===== src/hdl/uvsg_pkg.sv =====
// uvsg_pkg: widths, register codes, CORDIC angle table and saturation helpers
// for the UV sphere vertex generator. No dependencies.
`default_nettype none

package uvsg_pkg;

  // field and register widths
  localparam int RADW      = 16;
  localparam int SUBW      = 11;
  localparam int ROWW      = 11;
  localparam int COLW      = 12;
  localparam int CFGW      = 16;
  localparam int CFG_IDXW  = 2;
  localparam int POSW      = 17;
  localparam int UNITW     = 16;
  localparam int TEXW      = 17;

  // divider: angle-lane numerator is index * 2^31 plus half the divisor
  localparam int ANG_FRAC  = 31;
  localparam int NUMW      = COLW + ANG_FRAC;
  localparam int REMW      = SUBW;
  localparam int ANGW      = 32;

  // CORDIC datapath width (Q2.30 plus headroom)
  localparam int CW        = 34;
  localparam int MAX_CORDIC_STAGES = 24;

  localparam int MIN_SUBDIVISION     = 2;
  localparam int DEF_MAX_SUBDIVISION = 1024;
  localparam int DEF_CORDIC_STAGES   = 16;

  localparam logic [RADW-1:0] RADIUS_RESET = 16'd256;
  localparam logic [SUBW-1:0] SUBDIV_RESET = 11'd16;

  // 1/K in Q2.30
  localparam logic [ANGW-1:0] CORDIC_X0 = 32'h26DD3B6A;

  typedef enum logic [CFG_IDXW-1:0] {
    REG_RADIUS      = 2'd0,
    REG_SUBDIVISION = 2'd1
  } cfg_reg_t;

  // atan(2^-i) as binary angle, 2^32 per turn
  localparam logic [ANGW-1:0] ATAN_BAM [MAX_CORDIC_STAGES] = '{
    32'h20000000, 32'h12E4051E, 32'h09FB385B, 32'h051111D4, 32'h028B0D43, 32'h0145D7E1,
    32'h00A2F61E, 32'h00517C55, 32'h0028BE53, 32'h00145F2F, 32'h000A2F98, 32'h000517CC,
    32'h00028BE6, 32'h000145F3, 32'h0000A2F9, 32'h0000517C, 32'h000028BE, 32'h0000145F,
    32'h00000A2F, 32'h00000517, 32'h0000028B, 32'h00000145, 32'h000000A2, 32'h00000051
  };

  // clamp to +-1.0 in Q2.14
  function automatic logic signed [UNITW-1:0] sat_unit(input logic signed [19:0] v);
    logic signed [UNITW-1:0] res;
    if (v > 20'sd16384) res = 16'sd16384;
    else if (v < -20'sd16384) res = -16'sd16384;
    else res = v[UNITW-1:0];
    return res;
  endfunction

  // clamp to +-65535 in Q9.8
  function automatic logic signed [POSW-1:0] sat_pos(input logic signed [19:0] v);
    logic signed [POSW-1:0] res;
    if (v > 20'sd65535) res = 17'sd65535;
    else if (v < -20'sd65535) res = -17'sd65535;
    else res = v[POSW-1:0];
    return res;
  endfunction

endpackage

`default_nettype wire


===== src/hdl/uvsg_div_cell.sv =====
// uvsg_div_cell: one restoring-division step, one quotient bit per cell.
// Depends on uvsg_pkg.
`default_nettype none

module uvsg_div_cell (
  input  logic                      clk,
  input  logic                      en,
  input  logic [uvsg_pkg::REMW-1:0] divisor,
  input  logic [uvsg_pkg::REMW-1:0] rem_i,
  input  logic [uvsg_pkg::NUMW-1:0] num_i,
  input  logic [uvsg_pkg::NUMW-1:0] quo_i,
  output logic [uvsg_pkg::REMW-1:0] rem_o,
  output logic [uvsg_pkg::NUMW-1:0] num_o,
  output logic [uvsg_pkg::NUMW-1:0] quo_o
);
  import uvsg_pkg::*;

  logic [REMW:0]   trial;
  logic            ge;
  logic [REMW-1:0] rem_r;
  logic [NUMW-1:0] num_r;
  logic [NUMW-1:0] quo_r;

  // bring down the next numerator bit and try the subtract
  always_comb begin
    trial = {rem_i, num_i[NUMW-1]};
    ge    = (trial >= {1'b0, divisor});
  end

  always_ff @(posedge clk) begin
    if (en) begin
      rem_r <= ge ? REMW'(trial - {1'b0, divisor}) : trial[REMW-1:0];
      num_r <= {num_i[NUMW-2:0], 1'b0};
      quo_r <= {quo_i[NUMW-2:0], ge};
    end
  end

  assign rem_o = rem_r;
  assign num_o = num_r;
  assign quo_o = quo_r;

endmodule

`default_nettype wire


===== config.mk =====
export PLATFORM = sky130hd
export DESIGN_NAME = uvsg_div_cell
export DESIGN_NICKNAME = d
export VERILOG_FILES = /design/src/hdl/uvsg_pkg.sv /design/src/hdl/uvsg_div_cell.sv
export SDC_FILE = /design/constraint.sdc
export NUM_CORES = 1
export LEC_CHECK = 0
export BUFFER_PORTS_ARGS = -buffer_cell sky130_fd_sc_hd__buf_4
export CORE_UTILIZATION = 44
export CTS_CLUSTER_DIAMETER = 60
export CTS_CLUSTER_SIZE = 8
export DETAILED_ROUTE_END_ITERATION = 12
export PLACE_DENSITY = 0.89
export SKIP_LAST_GASP = 1
export SLEW_MARGIN = 25
export SYNTH_ARGS = -nofsm -noshare
export SYNTH_HDL_FRONTEND = slang
export SYNTH_SLANG_ARGS = --single-unit

===== constraint.sdc =====
create_clock -name clk -period 3.13 [get_ports clk]
set_input_delay 0.4695 -clock clk [delete_from_list [all_inputs] [get_ports clk]]
set_output_delay 0.4695 -clock clk [all_outputs]
set_load 0.02 [all_outputs]

-- Yosys cells after proc, flatten, opt, wreduce, memory -nomap -nowiden
Index checks and enable logic that the tools add are counted.
- register bits after elaboration: 96
- output and inout port bits: 97
- word-level logic and storage cells: 6
- input bits: 110
- $add $sub $neg: 1
- multiplexer cells: 1
- magnitude comparators: 1
- operators by type and width (cell ; number):
    12-bit by 11-bit greater-or-equal comparator with 1-bit output ; 1
    11-bit two-way mux ; 1
    11-bit subtractor ; 1

-- Longest topological paths before layout
- depth after elaboration: 2
- mapped depth: 10
- depth with buffers taken out: 9

-- Worst setup path after synthesis
OpenSTA, ideal clock, no wires.
- path kind: input -> register
- start point: in num_i[42] in the netlist's numbering
- end point: reg rem_r[2], in the netlist rem_o[2] (data pin)
- cell stages on the path: 10
- required time: 2876 ps
- slack: 806 ps
- arrival time: 2069 ps
- buffers on the path: 1
- cell sequence: inv_1 > ha_1 > fa_1 > and2b_1 > o21ai_2 > a311oi_2 > o2bb2ai_2 > buf_6 > nand2_1 > o21ai_2
- longest elaborated chain between the ends: 2
- elaborated cells between the ends (all ways): 3
- classes of those cells: add/sub: 1; order compare: 1; mux: 1
- RTL lines (what ; line ; RTL):
    start, declared ; uvsg_div_cell.sv:10 ; input logic [uvsg_pkg::NUMW-1:0] num_i,
    11-bit subtractor or 12-bit by 11-bit greater-or-equal comparator with 1-bit output (tied branches) ; uvsg_div_cell.sv:32, uvsg_div_cell.sv:27 ;
    11-bit two-way mux * ; uvsg_div_cell.sv:32 ; rem_r <= ge ? REMW'(trial - {1'b0, divisor}) : trial[REMW-1:0];
    end signal, assigned ; uvsg_div_cell.sv:32 ;
    end, declared ; uvsg_div_cell.sv:20 ; logic [REMW-1:0] rem_r;
Every way passes the cells marked *; elsewhere a longest branch is shown, timed or not.
A chain may end at the register's enable or synchronous reset.

-- Final worst setup path
- start point: in divisor[0] in the netlist's numbering
- end point: reg rem_r[4], in the netlist rem_o[4] (data pin)
- longest elaborated chain between the ends: 2
- elaborated cells between the ends (all ways): 3
- classes of those cells: add/sub: 1; order compare: 1; mux: 1
- RTL lines (what ; line ; RTL):
    start, declared ; uvsg_div_cell.sv:8 ; input logic [uvsg_pkg::REMW-1:0] divisor,
    11-bit subtractor or 12-bit by 11-bit greater-or-equal comparator with 1-bit output (tied branches) ; uvsg_div_cell.sv:32, uvsg_div_cell.sv:27 ;
    11-bit two-way mux * ; uvsg_div_cell.sv:32 ;
Marks and branches as above.

==> flow_metrics.env <==
export IMPL_ant_nets=0
export IMPL_viasPerCell=4.89
export IMPL_relSlewSlack=0.485
export IMPL_synth_cells=208
export IMPL_cts_resized=0
export IMPL_path_delay_family="compound AO/OA/AOI/OAI gates"
export IMPL_start_util=0.463
export IMPL_die_width_um=93.1
export IMPL_ys_dominant_reg_cell="edfxtp_1"
export IMPL_ctsHoldBuffers=0
export IMPL_post_cts_setup_buffers=0
export IMPL_grt_pass1_vias=2489
export IMPL_coreArea_um2=7890
export IMPL_grt_pass1_wl_um=14000
export IMPL_synth_top_cell_by_area="edfxtp_1"
export IMPL_worst_pin_slew_ps=772
export IMPL_io_buffers=204
export IMPL_p_per_area_nw_per_um2=531
export IMPL_slew_viol_final=0
export IMPL_dpl_hpwl_um=7540
export IMPL_syn_nets=330
export IMPL_min_from="quo_i[34]"
export IMPL_worstPathRequired_ps=3210
export IMPL_synthTopCellsByCount="edfxtp_1, nand2_1, inv_1"
export IMPL_rsz0062_at_grt="no"
export IMPL_syn_avg_cell_area_um2=17.5
export IMPL_fin_crit_ps=2350
export IMPL_async_flop_share=0
export IMPL_path_clk_slew_ps=90
export IMPL_dpl_cell_area_um2=5290
export IMPL_finalSetupViolations=0
export IMPL_htreeDepth=3
export IMPL_ys_seq_area_frac=0.790
export IMPL_cp_slowest_cell="a311oi_2"
export IMPL_syn2layout_area_growth_pct=49.9
export IMPL_synth_top_area_share=0.790
export IMPL_path_class="input port to flip-flop"
export IMPL_cp_startpoint="divisor[0]"
export IMPL_ys_ff_latch=96
export IMPL_synth_most_common_cell="edfxtp_1"
export IMPL_fin_crit_sh=0.751
export IMPL_drv_cap=0
export IMPL_hold_class="input port to flip-flop"
export IMPL_critPathBufInv=1
export IMPL_ys_warn_count=0
export IMPL_cts_made_buffers=9
export IMPL_dieArea_um2=8660
export IMPL_drc=0
export IMPL_dr_first_iter_drc_count=101
export IMPL_clock_sinks=96
export IMPL_cp_start_kind="input port"
export IMPL_slowest_delay_ps=420
export IMPL_postRouteWirelength_um=9770
export IMPL_fin_tns_setup_ps=0
export IMPL_wl_per_cell_um=18.5
export IMPL_synthTopCellsByArea="edfxtp_1, ha_1, nand2_1, o21ai_2, inv_1"
export IMPL_ys_types=37
export IMPL_dr_total_vias=2586
export IMPL_antenna_cells=0
export IMPL_cts_max_path_buffers=2
export IMPL_crit_fanout=21
export IMPL_grt_overflow=0
export IMPL_worstPathArrival_ps=2430
export IMPL_gr_usage_all_layers=0.224
export IMPL_nets=544
export IMPL_hold_viol_final=0
export IMPL_cts_tree="built"
export IMPL_io_pins=207
export IMPL_status="finished clean"
export IMPL_p_leak_uw=0.00238
export IMPL_drive_above_1_share=0.541
export IMPL_firstDrtPassIters=4
export IMPL_pre_cts_ws_ps=264
export IMPL_die_height_um=93.1
export IMPL_synth_edf_count=96
export IMPL_fmax_mhz=425
export IMPL_crit_chain="buf_4 -> ha_1 -> fa_1 -> and2b_1 -> o21ai_2 -> a311oi_2 -> o2bb2ai_4 -> nand2_1 -> o31ai_1"
export IMPL_design_area_um2=5470
export IMPL_netlist_area_um2=3650
export IMPL_antenna_found_initial=0
export IMPL_crit_path_end_kind="flip-flop"
export IMPL_row_count=32
export IMPL_ir_drop_mv=0.222
export IMPL_root_buffer="clkbuf_8"
export IMPL_setup_slack_ps=778
export IMPL_grt_max_degree=62
export IMPL_gp_congestion=0.778
==> worst paths after layout <==
path	end	slack, ps	cells past startpoint
max	rem_o[4]	780	9
min	quo_o[35]	280	1
==> through the flow <==
step | std cells | total power, uW | utilization | hold WS (ps)
final | 529 | 2900 | 0.693 | 284
after floorplan | 208 | 1900 | - | 568
after global routing | 529 | 3020 | 0.693 | 261
after detailed placement | 513 | 2230 | 0.671 | 649
after CTS | 529 | 2920 | 0.692 | 267
after global placement | 513 | 2210 | 0.671 | 648
==> area by class of cell <==
cell class,instances,area [um^2]
clock buffer,11,131
clock inverter,5,32.5
fill,548,2420
inverter,16,60.1
multi-input combinational,93,688
sequential,96,2880
tap,102,128
timing repair buffer,206,1550
==> sequential cells by signal (all words and copies together) (netlist names) <==
signal and cells:
quo_o 43, num_o 42, rem_o 11
==> cell usage in the layout (no fill, tap or decap), types with 3 or more instances in the layout <==
cell type	n
edfxtp_1	96
inv_1	16
nand4_1	3
buf_4	206
a21oi_1	6
nor2_1	5
clkbuf_8	9
ha_1	11
xor2_1	4
o21ai_2	8
nand2_1	19
nand2b_1	3
o21ai_0	3
==> cell families after synthesis <==
| group | synth area share |
|---|---|
| AO/OA/AOI/OAI | 0.0751 |
| XOR/XNOR | 0.0144 |
| adder cells (fa/ha/maj) | 0.0432 |
| buffers and inverters | 0.0247 |
| flip-flops | 0.790 |
| other | 0.00103 |
| AND/OR/NAND/NOR | 0.0514 |
==> where the power goes <==
part	internal, uW	leakage (uW)	switching (uW)
registers	1550	0.000939	35.4
logic	285	0.00137	336
clock network	289	0.0000774	410
==> per-layer routing <==
layer / up-vias / track usage / routed length, um
met2: 116 / 0.402 / 5390
met3: 18 / 0.0602 / 661
li1: 1215 / - / -
met1: 1237 / 0.251 / 3480
met5: - / 0 / 0
met4: 0 / 0.0962 / 240
Power figures use the tool's default switching activity.
