File: src/hdl/uvsg_pkg.sv
// uvsg_pkg: widths, register codes, CORDIC angle table and saturation helpers
// for the UV sphere vertex generator. No dependencies.
`default_nettype none

package uvsg_pkg;

  // field and register widths
  localparam int RADW      = 16;
  localparam int SUBW      = 11;
  localparam int ROWW      = 11;
  localparam int COLW      = 12;
  localparam int CFGW      = 16;
  localparam int CFG_IDXW  = 2;
  localparam int POSW      = 17;
  localparam int UNITW     = 16;
  localparam int TEXW      = 17;

  // divider: angle-lane numerator is index * 2^31 plus half the divisor
  localparam int ANG_FRAC  = 31;
  localparam int NUMW      = COLW + ANG_FRAC;
  localparam int REMW      = SUBW;
  localparam int ANGW      = 32;

  // CORDIC datapath width (Q2.30 plus headroom)
  localparam int CW        = 34;
  localparam int MAX_CORDIC_STAGES = 24;

  localparam int MIN_SUBDIVISION     = 2;
  localparam int DEF_MAX_SUBDIVISION = 1024;
  localparam int DEF_CORDIC_STAGES   = 16;

  localparam logic [RADW-1:0] RADIUS_RESET = 16'd256;
  localparam logic [SUBW-1:0] SUBDIV_RESET = 11'd16;

  // 1/K in Q2.30
  localparam logic [ANGW-1:0] CORDIC_X0 = 32'h26DD3B6A;

  typedef enum logic [CFG_IDXW-1:0] {
    REG_RADIUS      = 2'd0,
    REG_SUBDIVISION = 2'd1
  } cfg_reg_t;

  // atan(2^-i) as binary angle, 2^32 per turn
  localparam logic [ANGW-1:0] ATAN_BAM [MAX_CORDIC_STAGES] = '{
    32'h20000000, 32'h12E4051E, 32'h09FB385B, 32'h051111D4, 32'h028B0D43, 32'h0145D7E1,
    32'h00A2F61E, 32'h00517C55, 32'h0028BE53, 32'h00145F2F, 32'h000A2F98, 32'h000517CC,
    32'h00028BE6, 32'h000145F3, 32'h0000A2F9, 32'h0000517C, 32'h000028BE, 32'h0000145F,
    32'h00000A2F, 32'h00000517, 32'h0000028B, 32'h00000145, 32'h000000A2, 32'h00000051
  };

  // clamp to +-1.0 in Q2.14
  function automatic logic signed [UNITW-1:0] sat_unit(input logic signed [19:0] v);
    logic signed [UNITW-1:0] res;
    if (v > 20'sd16384) res = 16'sd16384;
    else if (v < -20'sd16384) res = -16'sd16384;
    else res = v[UNITW-1:0];
    return res;
  endfunction

  // clamp to +-65535 in Q9.8
  function automatic logic signed [POSW-1:0] sat_pos(input logic signed [19:0] v);
    logic signed [POSW-1:0] res;
    if (v > 20'sd65535) res = 17'sd65535;
    else if (v < -20'sd65535) res = -17'sd65535;
    else res = v[POSW-1:0];
    return res;
  endfunction

endpackage

`default_nettype wire

File: src/hdl/uvsg_cordic_cell.sv
// uvsg_cordic_cell: one rotation-mode CORDIC micro-rotation, registered.
// Depends on uvsg_pkg (angle table).
`default_nettype none

module uvsg_cordic_cell #(
  parameter int STAGE = 0
) (
  input  logic                           clk,
  input  logic                           en,
  input  logic signed [uvsg_pkg::CW-1:0] x_i,
  input  logic signed [uvsg_pkg::CW-1:0] y_i,
  input  logic signed [uvsg_pkg::CW-1:0] z_i,
  output logic signed [uvsg_pkg::CW-1:0] x_o,
  output logic signed [uvsg_pkg::CW-1:0] y_o,
  output logic signed [uvsg_pkg::CW-1:0] z_o
);
  import uvsg_pkg::*;

  logic signed [CW-1:0] xs, ys, at;
  logic signed [CW-1:0] x_r, y_r, z_r;

  always_comb begin
    xs = x_i >>> STAGE;
    ys = y_i >>> STAGE;
    at = $signed({{(CW-ANGW){1'b0}}, ATAN_BAM[STAGE]});
  end

  // rotate toward zero residual angle
  always_ff @(posedge clk) begin
    if (en) begin
      if (!z_i[CW-1]) begin
        x_r <= x_i - ys;
        y_r <= y_i + xs;
        z_r <= z_i - at;
      end else begin
        x_r <= x_i + ys;
        y_r <= y_i - xs;
        z_r <= z_i + at;
      end
    end
  end

  assign x_o = x_r;
  assign y_o = y_r;
  assign z_o = z_r;

endmodule

`default_nettype wire

File: config.mk
export PLATFORM = sky130hd
export DESIGN_NAME = uvsg_cordic_cell
export DESIGN_NICKNAME = d
export VERILOG_FILES = /design/src/hdl/uvsg_pkg.sv /design/src/hdl/uvsg_cordic_cell.sv
export SDC_FILE = /design/constraint.sdc
export NUM_CORES = 1
export LEC_CHECK = 0
export BUFFER_PORTS_ARGS = -buffer_cell sky130_fd_sc_hd__buf_2
export CAP_MARGIN = 25
export CORE_MARGIN = 1
export CORE_UTILIZATION = 56
export CTS_BUF_LIST = sky130_fd_sc_hd__clkbuf_16
export CTS_CLUSTER_DIAMETER = 200
export DETAILED_ROUTE_END_ITERATION = 7
export PLACE_DENSITY_LB_ADDON = 0.15
export SLEW_MARGIN = 20
export SYNTH_ARGS = -nofsm -noshare
export SYNTH_HDL_FRONTEND = slang
export SYNTH_SLANG_ARGS = --single-unit
File: constraint.sdc
create_clock -name clk -period 4.1 [get_ports clk]
set_input_delay 0.41 -clock clk [delete_from_list [all_inputs] [get_ports clk]]
set_output_delay 0.41 -clock clk [all_outputs]
set_load 0.03 [all_outputs]
======== Word level (Yosys, flattened, before mapping) ========
Index checks and enable logic that the tools add are counted.
operators by class
  add/subtract/negate cells ............... 5
  muxes and demuxes ....................... 3
operators with widths
  operator                                                                number
  34-bit 2-to-1 mux                                                       3
  34-bit subtractor                                                       2
  34-bit by 31-bit adder with 34-bit output (second input constant)       1
  34-bit adder                                                            1
  34-bit by 31-bit subtractor with 34-bit output (second input constant)  1
storage, ports and cells
  word-level logic and storage cells ...... 11
  output and inout port bits .............. 102
  input port bits ......................... 104
  register bits after elaboration ......... 102

======== Longest topological paths before layout ========
  word-level depth ........................ 2
  mapped depth ............................ 13
  gate-level depth less buffers ........... 13

======== Least setup slack after synthesis ========
No wires, ideal clock.
  path kind ............................... input to register
  start ................................... input x_i[0] (netlist name)
  end ..................................... register x_r[32] (netlist: x_o[32]), data pin
  data arrival time ....................... 2.738 ns
  slack ................................... 1.097 ns
  library setup time ...................... 0.265 ns
  buffers on the path ..................... 0
  cell stages on the path ................. 11
  required time ........................... 3.835 ns
  cells stage by stage .................... ha_1 > fa_1 > nor2b_1 > o211ai_1 > a2bb2oi_1 > a211oi_2 > o211ai_1 > a221oi_2 > o21ai_0 > a21o_1 > xnor2_1
on the way
  word-level cells in the longest chain between the ends .. 2
  elaborated cells between the ends (all ways) .. 3
  those cells by class .................... 2 x add/sub; 1 x mux
RTL lines
  item                                               RTL line                                        source
  from (decl)                                        uvsg_cordic_cell.sv:10                          input logic signed [uvsg_pkg::CW-1:0] x_i,
  34-bit subtractor or 34-bit adder (tied branches)  uvsg_cordic_cell.sv:32, uvsg_cordic_cell.sv:36
  34-bit 2-to-1 mux *                                uvsg_cordic_cell.sv:31                          if (!z_i[CW-1]) begin
  to (signal assigned)                               uvsg_cordic_cell.sv:32                          x_r <= x_i - ys;
  to (signal assigned)                               uvsg_cordic_cell.sv:36                          x_r <= x_i + ys;
  to (decl)                                          uvsg_cordic_cell.sv:20                          logic signed [CW-1:0] x_r, y_r, z_r;
Every way passes the cells marked *; elsewhere a longest branch is shown, timed or not.
A chain may end at the register's enable or synchronous reset.

======== Final worst setup path ========
  start ................................... input x_i[0] (netlist name)
  end ..................................... register y_r[30] (netlist: y_o[30]), data pin
on the way
  word-level cells in the longest chain between the ends .. 2
  elaborated cells between the ends (all ways) .. 3
  those cells by class .................... 2 x add/sub; 1 x mux
RTL lines
  item                                               RTL line                                        source
  34-bit adder or 34-bit subtractor (tied branches)  uvsg_cordic_cell.sv:33, uvsg_cordic_cell.sv:37
  34-bit 2-to-1 mux *                                uvsg_cordic_cell.sv:31
  to (signal assigned)                               uvsg_cordic_cell.sv:33                          y_r <= y_i + xs;
  to (signal assigned)                               uvsg_cordic_cell.sv:37                          y_r <= y_i - xs;
  to (decl)                                          uvsg_cordic_cell.sv:20
Marks and branches as above.

==> flow_summary_export.csv <==
group,metric,value,unit
critical_path,cp_max_fo,5,
yosys,synth_area_leader_cell,"edfxtp_1",
yosys,seq_area_frac_synth,34.1,%
sta,layout_min_cycle_time,3.55,ns
cts,cts_sinks,101,
worst_hold_path,holdCritStartpoint,"z_i[10]",
cts,ctsHoldBuffers,0,
place,io_buffers,205,
power,peakVddDrop,0.190,mV
sta,fmax,0.282,GHz
cts,cts_resized,0,
worst_hold_path,min_path_cells,1,
floorplan,die_w,128,µm
yosys,yosys_warnings,0,
yosys,synthTopCellsByCount,"a21oi_1, inv_1, ha_1",
finish,syn_to_final_growth,16.3,%
global_routing,antenna_found_initial,0,
route,routedWlPerCell,18.7,µm
finish,n_antenna_cell,0,
route,drt-pass1-iter-count,5,
global_routing,gr-total-overflow,0,
sta,hold_violations,0,
yosys,synth_nets,1206,
yosys,ys_ff_latch,101,
place,place.gp.congestion,0.967,
route,viasPerCell,5.87,
yosys,synth_top_area_share,34.1,%
global_routing,grt_max_degree,92,
finish,finalNetCount,1388,
cts,cts_max_path_buffers,2,
sta,hold_ws,0.239,ns
finish,post_route_cells_drive_above_1_share,21.6,%
floorplan,rows,45,
route,drtIter0Drc,841,
yosys,synth_compound_area_share,23.7,%
critical_path,worstPathArrival,3.63,ns
route,dr_total_vias,8186,
global_routing,grt_usage,31.3,%
cts,clk_pin_slew,0.07,ns
sta,drv_slew,0,
yosys,synthMuxAreaShare,1.57,%
power,power_leakage,4.74,nW
cts,cts_made_buffers,9,
route,drt_wl_total,26100,µm
floorplan,initial_core_util,57.9,%
floorplan,io_pins,206,
sta,worstMarginPinSlew,1.03,ns
cts,cts_tree,"built",
yosys,yosys_most_used_dff,"edfxtp_1",
route,ant_nets,0,
yosys,async_flop_share,0,%
route,route.detailed.drc,0,
sta,rsz0062_at_grt,"no",
yosys,synth_edf_count,101,
yosys,netlist_area,8900,µm²
yosys,synth_top_family_by_area,"compound AO/OA/AOI/OAI gates",
floorplan,fp.dieArea,16400,µm²
global_routing,grt_pass1_vias,7545,
sta,finalCritPeriodShare,86.5,%
cts,post-cts-setup-buffer-count,0,
yosys,synth.distinct_cells,77,
outcome,status,"completed",
yosys,synthAdderAreaFrac,15.2,%
floorplan,core-area,15400,µm²
finish,fin_util,67.4,%
run,cap_violations,0,
yosys,syn_area_per_cell,8.94,µm²
yosys,synth_area_leaders,"edfxtp_1, ha_1, a21oi_1",
floorplan,fp.dieH,128,µm
worst_hold_path,hold_end,"z_o[10]",
yosys,synth_xor_xnor_area_share,6.59,%
critical_path,crit_required,4.19,ns
cts,clockRootBuffer,"clkbuf_16",
critical_path,critPathMaxStageDelay,0.53,ns
worst_hold_path,min_path_type,"in -> reg",
cts,cts_max_level,3,
power,p_per_area,358,nW/µm²
global_routing,grt_pass1_wl,39500,µm
power,power.total,3.70,mW
yosys,synthCells,996,
sta,slew_headroom,31.2,%
place,dp_hpwl,20500,µm
sta,setup_viol,0,
sta,tns,0,ns
critical_path,endpoint_kind,"register",
yosys,yosys.area_share.simple,11.9,%
critical_path,worstSetupPathType,"in -> reg",
critical_path,start_kind,"input port",
critical_path,path_cells,"buf_2 > ha_1 > fa_1 > nor2b_1 > o211ai_1 > a2bb2oi_1 > a211oi_2 > o211ai_1 > a221oi_2 > o31ai_1 > nand2_1 > nand2_1 > xnor2_1",
critical_path,crit_slowest_cell,"a221oi_2",
==> area by class of cell <==
class | count | area, µm²
multi-input cells | 740 | 5250
fillers | 1349 | 5010
flip-flops and latches | 101 | 3030
repair buffers | 219 | 1130
inverters | 107 | 402
well taps | 211 | 264
clock buffers | 9 | 225
clock inverters | 7 | 48.8
==> worst max path at each step <==
stage | start | slack [ns] | to | depth (start not counted)
2_1_floorplan | x_i[0] | 1.10 | x_o[32] | 11
3_3_place_gp | x_i[0] | 0.44 | y_o[30] | 13
3_5_place_dp | x_i[0] | 0.36 | y_o[30] | 13
4_1_cts | x_i[0] | 0.73 | y_o[30] | 13
5_1_grt | x_i[12] | 0.45 | y_o[31] | 13
6_report | x_i[0] | 0.55 | y_o[30] | 13
==> placed cells by master (no fill, tap or decap), types with 5 or more instances in the layout <==
cell,synthesis,final
nand2b_1,10,10
o211ai_1,14,14
and3_1,6,6
o21ai_0,60,60
buf_4,1,15
o21a_1,10,10
mux2i_1,14,14
buf_2,14,204
a211oi_1,9,9
nor3_1,12,12
a21o_1,30,30
nand3_1,12,12
a211o_1,5,5
o21bai_1,18,18
ha_1,102,102
o31ai_1,15,15
a31oi_1,9,9
a21oi_1,104,104
clkbuf_16,0,9
xor2_1,12,12
nand4_1,9,9
edfxtp_1,101,101
nor4_1,11,11
nand2_1,47,47
o21ai_1,5,5
inv_1,104,104
nor2_1,94,94
xnor2_1,55,55
nor2b_1,10,10
==> critical path, delay by kind of cell <==
family / cells / cell delay, ns
xor gates and xnor gates: 1 / 0.14
AOI/OAI and AO/OA: 6 / 1.95
and+or+nand+nor: 3 / 0.36
buffers and inverters: 1 / 0.11
adders and majority gates: 2 / 0.67
==> state kept, by name, summed over array words and instances (netlist names) <==
signal	cells
x_o	34
y_o	33
z_o	34
==> through the flow <==
step / area, µm² / cells / worst slack, ns
6_report: 10400 / 1394 / 0.555
5_1_grt: 10400 / 1394 / 0.448
4_1_cts: 10400 / 1394 / 0.730
3_5_place_dp: 10100 / 1378 / 0.364
3_3_place_gp: 10100 / 1378 / 0.439
2_1_floorplan: 8900 / 996 / 1.10
==> routing by layer <==
metal	global-route usage, %	up-vias	routed length [µm]
met5	0	-	0
met4	11.0	0	785
met3	2.92	62	1850
met2	53.5	427	12300
met1	41.5	3788	11100
li1	-	3909	-
==> where the power goes <==
group	total (mW)	internal, mW	leakage (nW)	switching, mW
logic	1.49	0.499	3.62	0.996
registers	1.39	1.33	0.988	0.0521
clock network	0.824	0.415	0.131	0.409
==> cells by family after synthesis <==
logic type / after synthesis
buffers and inverters: 155
XOR/XNOR: 67
multiplexers: 14
adder cells (fa/ha/maj): 106
AO/OA/AOI/OAI: 325
flip-flops: 101
AND/OR/NAND/NOR: 228
Note: power is estimated with default switching activity, not from simulation.
